<file path="src/design/scp_pkg.sv">
`timescale 1ns / 1ps
// Package of the sparse column predictor: geometry constants, request codes,
// register indexes and the logistic lookup table. Depends on nothing.
package scp_pkg;

   localparam int HID_COLS  = 16;
   localparam int HID_CELLS = 8;
   localparam int VIS_CELLS = 8;
   localparam int VIS_MAX   = 16;
   localparam int RADIUS    = 1;

   localparam int DIAM   = 2 * RADIUS + 1;
   localparam int FIELD  = DIAM * DIAM;
   localparam int WROW   = HID_COLS * HID_CELLS;
   localparam int WDEPTH = WROW * FIELD * VIS_CELLS;
   localparam int VPLANE = VIS_MAX * VIS_MAX;

   localparam int WADDR_W  = 14;
   localparam int VADDR_W  = 9;
   localparam int CNT_W    = $clog2(FIELD + 1);
   localparam int SCORE_W  = 21;
   localparam int WEIGHT_W = 16;
   localparam int DELTA_W  = 14;

   localparam logic [2:0] MODE_WRITE_VIS    = 3'd0;
   localparam logic [2:0] MODE_WRITE_WEIGHT = 3'd1;
   localparam logic [2:0] MODE_READ_WEIGHT  = 3'd2;
   localparam logic [2:0] MODE_FORWARD      = 3'd3;
   localparam logic [2:0] MODE_LEARN        = 3'd4;

   localparam logic [1:0] CSR_VIS_WIDTH  = 2'd0;
   localparam logic [1:0] CSR_VIS_HEIGHT = 2'd1;
   localparam logic [1:0] CSR_LEARN_RATE = 2'd2;

   typedef logic [11:0] sig_table_type [256];

   // Logistic curve in Q0.12, built from repeated powers of exp(-1/16).
   // The rounded quotient comes from a shift and subtract loop.
   function automatic sig_table_type make_sigmoid();
      logic [95:0]   prod;
      logic [63:0]   p;
      logic [63:0]   den;
      logic [63:0]   s;
      logic [63:0]   num;
      logic [63:0]   rem;
      sig_table_type t;
      p = 64'h1_0000_0000;
      for (int k = 0; k <= 128; k++) begin
         den = 64'h1_0000_0000 + p;
         num = (64'd1 << 44) + (den >> 1);
         s   = '0;
         rem = '0;
         for (int b = 63; b >= 0; b--) begin
            rem = {rem[62:0], num[b]};
            if (rem >= den) begin
               rem  = rem - den;
               s[b] = 1'b1;
            end
         end
         if (k <= 127) begin
            t[128 + k] = (s > 64'd4095) ? 12'd4095 : s[11:0];
         end
         if (k >= 1) begin
            t[128 - k] = 12'(64'd4096 - s);
         end
         prod = {32'd0, p} * 96'd4034748381;
         p    = prod[95:32];
      end
      return t;
   endfunction

   localparam sig_table_type SIGMOID_TABLE = make_sigmoid();

endpackage

</file>
<file path="src/design/scp_divider.sv">
`timescale 1ns / 1ps
// Restoring divider of the sparse column predictor: one quotient bit a cycle.
// Depends on scp_pkg for the score and count widths.
module scp_divider import scp_pkg::*; (
   input  logic               clock,
   input  logic               reset,
   input  logic               start,
   input  logic [SCORE_W-1:0] dividend,
   input  logic [CNT_W-1:0]   divisor,
   output logic               done,
   output logic [SCORE_W-1:0] quotient
);

   localparam int STEP_W = $clog2(SCORE_W + 1);

   logic               running_ff, running_in;
   logic               done_ff, done_in;
   logic [STEP_W-1:0]  step_ff, step_in;
   logic [SCORE_W-1:0] quo_ff, quo_in;
   logic [CNT_W-1:0]   rem_ff, rem_in;
   logic [CNT_W:0]     trial;
   logic [CNT_W:0]     diff;
   logic               ge;

   assign trial = {rem_ff, quo_ff[SCORE_W-1]};
   assign ge    = trial >= {1'b0, divisor};
   assign diff  = trial - {1'b0, divisor};

   always_comb begin
      running_in = running_ff;
      done_in    = 1'b0;
      step_in    = step_ff;
      quo_in     = quo_ff;
      rem_in     = rem_ff;
      if (start) begin
         running_in = 1'b1;
         step_in    = '0;
         quo_in     = dividend;
         rem_in     = '0;
      end else if (running_ff) begin
         // The remainder stays below the divisor, so its low bits hold it.
         rem_in  = ge ? diff[CNT_W-1:0] : trial[CNT_W-1:0];
         quo_in  = {quo_ff[SCORE_W-2:0], ge};
         step_in = step_ff + 1'b1;
         if (step_ff == STEP_W'(SCORE_W - 1)) begin
            running_in = 1'b0;
            done_in    = 1'b1;
         end
      end
   end

   always_ff @(posedge clock) begin
      if (reset) begin
         running_ff <= 1'b0;
         done_ff    <= 1'b0;
      end else begin
         running_ff <= running_in;
         done_ff    <= done_in;
      end
      step_ff <= step_in;
      quo_ff  <= quo_in;
      rem_ff  <= rem_in;
   end

   assign done     = done_ff;
   assign quotient = quo_ff;

endmodule

</file>
<file path="config.mk">
export PLATFORM = sky130hd
export DESIGN_NAME = scp_divider
export DESIGN_NICKNAME = d
export VERILOG_FILES = /design/src/design/scp_pkg.sv /design/src/design/scp_divider.sv
export SDC_FILE = /design/constraint.sdc
export NUM_CORES = 1
export LEC_CHECK = 0
export BUFFER_PORTS_ARGS = -buffer_cell sky130_fd_sc_hd__buf_2
export CORE_UTILIZATION = 49
export CTS_CLUSTER_DIAMETER = 150
export DETAILED_ROUTE_END_ITERATION = 7
export GPL_TIMING_DRIVEN = 0
export PLACE_DENSITY = 0.78
export SYNTH_ARGS = -nofsm -noshare
export SYNTH_HDL_FRONTEND = slang
export SYNTH_SLANG_ARGS = --single-unit
</file>
<file path="constraint.sdc">
create_clock -name clock -period 2 [get_ports clock]
set_input_delay 0 -clock clock [delete_from_list [all_inputs] [get_ports clock]]
set_output_delay 0 -clock clock [all_outputs]
set_load 0.02 [all_outputs]
</file>
Yosys cells after proc, flatten, opt, wreduce, memory -nomap -nowiden
Index checks and enable logic that the tools add are counted.
{ "op_classes": {"n_addsub": 2, "magnitude_cmp": 1, "n_eq_ne": 1, "mux": 7, "bitwise_logic": 1, "n_reduce_logical": 2} }
{ "op_table": {"columns": ["operator", "count"], "rows": [
  ["$mux 21", 2],
  ["$add 5x1->5 const B", 1],
  ["$eq 5x5->1 const B", 1],
  ["$ge 5x4->1", 1],
  ["$mux 1", 4],
  ["$mux 4", 1],
  ["$sub 4x4->4", 1],
  ["$reduce_or 3->1", 1],
  ["$reduce_bool 2->1", 1],
  ["$not 1->1", 1]
]} }
{ "totals": {"regBits": 32, "in_bits": 28, "out_inout_bits": 22, "wordCells": 19} }

Logic depth before layout (Yosys ltp)
{ "logic_depth": {"word_depth": 4, "ltp_mapped": 6, "mapped_depth_nobuf": 6} }

Worst setup path after synthesis
Ideal clock, no wire load.
{ "synth_timing": {"path_type": "register to register", "from": "register quo_ff[20] (netlist: quotient[20])", "to": "register quo_ff[0] (netlist: quotient[0]), data pin", "setup_ns": 0.260, "t_arrival_ns": 1.531, "t_required_ns": 1.740, "slack_ns": 0.209, "path_stages_with_launch": 7, "path_buffers": 0, "period_less_slack_ns": 1.791, "path_cell_list": "edfxtp_1 > inv_1 > ha_1 > nor2b_1 > o221a_4 > or2_4 > mux2_2"} }
{ "synth_via": {"elab_chain_len": 3} }
{ "synth_rtl": {"columns": ["item", "line_no", "rtl"], "rows": [
  ["start, declared", "scp_divider.sv:19", "logic [SCORE_W-1:0] quo_ff, quo_in;"],
  ["start signal, assigned", "scp_divider.sv:61", "quo_ff <= quo_in;"],
  ["$ge 5x4->1", "scp_divider.sv:26", "assign ge = trial >= {1'b0, divisor};"],
  ["$mux 21", "scp_divider.sv:40", "end else if (running_ff) begin"],
  ["$mux 21", "scp_divider.sv:35", "if (start) begin"],
  ["net quo_in[0]", "scp_divider.sv:19", null]
]} }
The timed path passes the listed nets, and every way through them passes these cells. The select of a mux whose other input is x is not followed.
A chain may end at the register's enable or synchronous reset.

Final worst setup path
{ "layout_timing": {"from": "register rem_ff[1]", "to": "register quo_ff[0] (netlist: quotient[0]), data pin"} }
{ "layout_via": {"elab_chain_len": 3} }
{ "layout_rtl": {"columns": ["item", "line_no", "rtl"], "rows": [
  ["start, declared", "scp_divider.sv:20", "logic [CNT_W-1:0] rem_ff, rem_in;"],
  ["start signal, assigned", "scp_divider.sv:62", "rem_ff <= rem_in;"],
  ["$ge 5x4->1", "scp_divider.sv:26", null],
  ["$mux 21", "scp_divider.sv:40", null],
  ["$mux 21", "scp_divider.sv:35", null],
  ["net quo_in[0]", "scp_divider.sv:19", null]
]} }
The timed path passes the listed nets, and every way through them passes these cells. The select of a mux whose other input is x is not followed.

==> impl_metrics.py <==
metrics = {
    "sta": {
        "fin_skew_ns": 0.0100,
        "rsz0062_at_grt": "false",
        "tightest_slew_ns": 0.547,
        "layout_min_cycle_time_ns": 1.80,
        "maxSlewHeadroom_pct": 63.5,
        "fin_tns_setup_ns": 0,
        "drv_slew": 0,
        "setup_viol": 0,
        "fin_crit_sh_pct": 90.0,
        "whs_ns": 0.171,
        "hold_viol": 0,
        "max_freq_mhz": 556,
    },
    "drt": {
        "drt_iter0_drc": 18,
        "vias_per_cell": 5.29,
        "drc": 0,
        "vias": 1206,
        "drt_wl_total_microns": 3250,
        "wl_per_cell_microns": 14.3,
        "drtAntennaViolNets": 0,
        "first_pass_iters": 4,
    },
    "yosys": {
        "synth_edf_count": 21,
        "post_synth.cell_area_avg_sq_um": 12.9,
        "ys_seq_area_share_pct": 55.6,
        "ys_types": 31,
        "synthesis.area_sq_mm": 0.00153,
        "synth_nets": 154,
        "ys_dominant_reg_cell": "edfxtp_1",
        "synthArstFlopShare_pct": 0,
        "synthCells": 119,
        "ys_ff_latch": 32,
        "yosys_warnings": 0,
    },
    "floorplan": {
        "io_pins": 50,
        "num_rows": 19,
        "dieArea_sq_mm": 0.00335,
        "die_y_microns": 57.9,
        "initial_core_util_pct": 53.6,
        "core_area_sq_mm": 0.00285,
        "fp.dieW_microns": 57.9,
    },
    "worst_hold_path": {
        "min_path_type": "input pin to flop",
    },
    "grt": {
        "first_global_vias": 1229,
        "grt_max_degree": 22,
        "track_usage_pct": 21.7,
        "overflow": 0,
        "grt_pass1_wl_microns": 5380,
        "antenna_found_initial": 0,
    },
    "final_layout": {
        "syn_to_final_growth_pct": 36.7,
        "nets": 231,
        "regArea_sq_um": 851,
        "antenna_cells": 0,
        "fillers": 195,
        "drive_gt1_share_pct": 40.6,
        "multi_input_area_sq_um": 627,
    },
    "clocking": {
        "htreeDepth": 2,
        "cts_sinks": 32,
        "post_cts_buffers": 0,
        "path_clk_slew_ns": 0.09,
        "clk-insertion-delay-late_ns": 0.32,
        "numCtsBuffers": 5,
        "tritoncts": "yes",
        "cts_root_buffer": "clkbuf_4",
        "cts_buffer_depth": 2,
    },
    "critical_path": {
        "worst-path-max-fanout": 5,
        "crit_path_start_kind": "flop",
        "cp.required_ns": 2.08,
        "critPathCaptureType": "flop",
        "criticalPathCategory": "flop to flop",
        "worstPathArrival_ns": 1.88,
    },
    "place": {
        "numPortBuffers": 48,
        "place_congestion": 0.812,
        "hpwlAfterDp_microns": 2070,
    },
    "pwr": {
        "p_leak_nw": 0.910,
        "powerDensity_mw_per_mm2": 752,
        "peakVddDrop_mv": 0.527,
    },
    "outcome": {
        "outcome": "completed",
    },
    "flow_run": {
        "maxCapViolCount": 0,
    },
}
-- final timing paths --
path | startpoint | to | slack (ns) | depth (start not counted)
hold reg to reg | rem_ff[3] | rem_ff[3] | 0.48 | 2
hold / removal | start | rem_ff[0] | 0.17 | 3
setup / recovery | rem_ff[1] | quotient[0] | 0.20 | 5
setup reg to reg | rem_ff[1] | quotient[0] | 0.20 | 5
-- logic make-up after synthesis --
kind of cell,Yosys count,synth area share (%)
fa+ha+maj,7,6.21
compound gates,10,5.56
xor+xnor,5,2.86
mux,22,16.1
flops,32,55.6
buf+inv,14,3.43
simple gates,29,10.2
-- flip-flops by register name, summed over array words and instances, names as in the netlist --
name,flops
done,1
quotient,21
rem_ff,4
running_ff,1
step_ff,5
-- worst max-delay path, cell delays in order, from the launching register on --
cell and delay [ns]:
dfxtp_1 0.33, ha_1 0.22, or2_1 0.26, o221a_4 0.25, or2_4 0.25, mux2_2 0.25
-- routing by layer --
layer | share of wire (%) | track usage (%)
met3 | 4.5 | 7.14
met5 | 0 | 0
met1 | 42 | 24.6
met2 | 53 | 38.1
met4 | 0.52 | 8.16
-- final cells by class --
class / count / share of cell area (%)
Sequential cell: 32 / 40.7
Timing Repair Buffer: 70 / 22.0
Clock inverter: 1 / 0.179
Multi-Input combinational cell: 73 / 30.0
Buffer: 5 / 0.897
Inverter: 9 / 1.79
Clock buffer: 7 / 2.63
Tap cell: 31 / 1.85
-- cell usage in the layout (no fill, tap or decap), types with 4 or more instances in the layout --
cell | Yosys | final
clkbuf_1 | 4 | 5
mux2_2 | 21 | 21
clkbuf_4 | 0 | 5
nand2_1 | 5 | 5
xor2_1 | 4 | 4
edfxtp_1 | 21 | 21
nor2_1 | 9 | 9
dlygate4sd3_1 | 0 | 22
buf_2 | 0 | 48
ha_1 | 6 | 6
dfxtp_1 | 11 | 11
inv_1 | 9 | 8
-- what timing repair did --
action,in CTS,in global routing
hold buffers,22,0
hold endpoints to repair,23,0
resized for setup,0,1
endpoints found under the setup margin,0,21
-- cell usage after synthesis (all sizes together) (2+ instances only) --
library cell	number	area [sq um]
edfxtp	21	631
mux2	21	236
dfxtp	11	220
inv	9	33.8
nor2	9	33.8
ha	6	75.1
nand2	5	18.8
clkbuf	4	15.0
xor2	4	35.0
nand4	3	18.8
nor3	3	15.0
o21ai	3	15.0
nor2b	2	12.5
or2	2	15.0
-- through the flow --
stage	std cells	area (sq um)	power, mW	setup slack [ns]	utilization, %
global route	228	2090	1.65	0.105	73.3
floorplan	119	1530	1.05	0.209	-
finish	228	2090	1.57	0.201	73.3
CTS	228	2090	1.57	0.0356	73.2
detailed placement	198	1810	1.16	0.0525	63.4
global placement	198	1810	1.15	0.0839	63.4
-- report_power, final --
part           switching, mW  internal (mW)
Sequential            0.0383          0.781
Clock                  0.216          0.169
Combinational          0.192          0.176
Total                  0.446           1.13
Power figures use the tool's default switching activity.
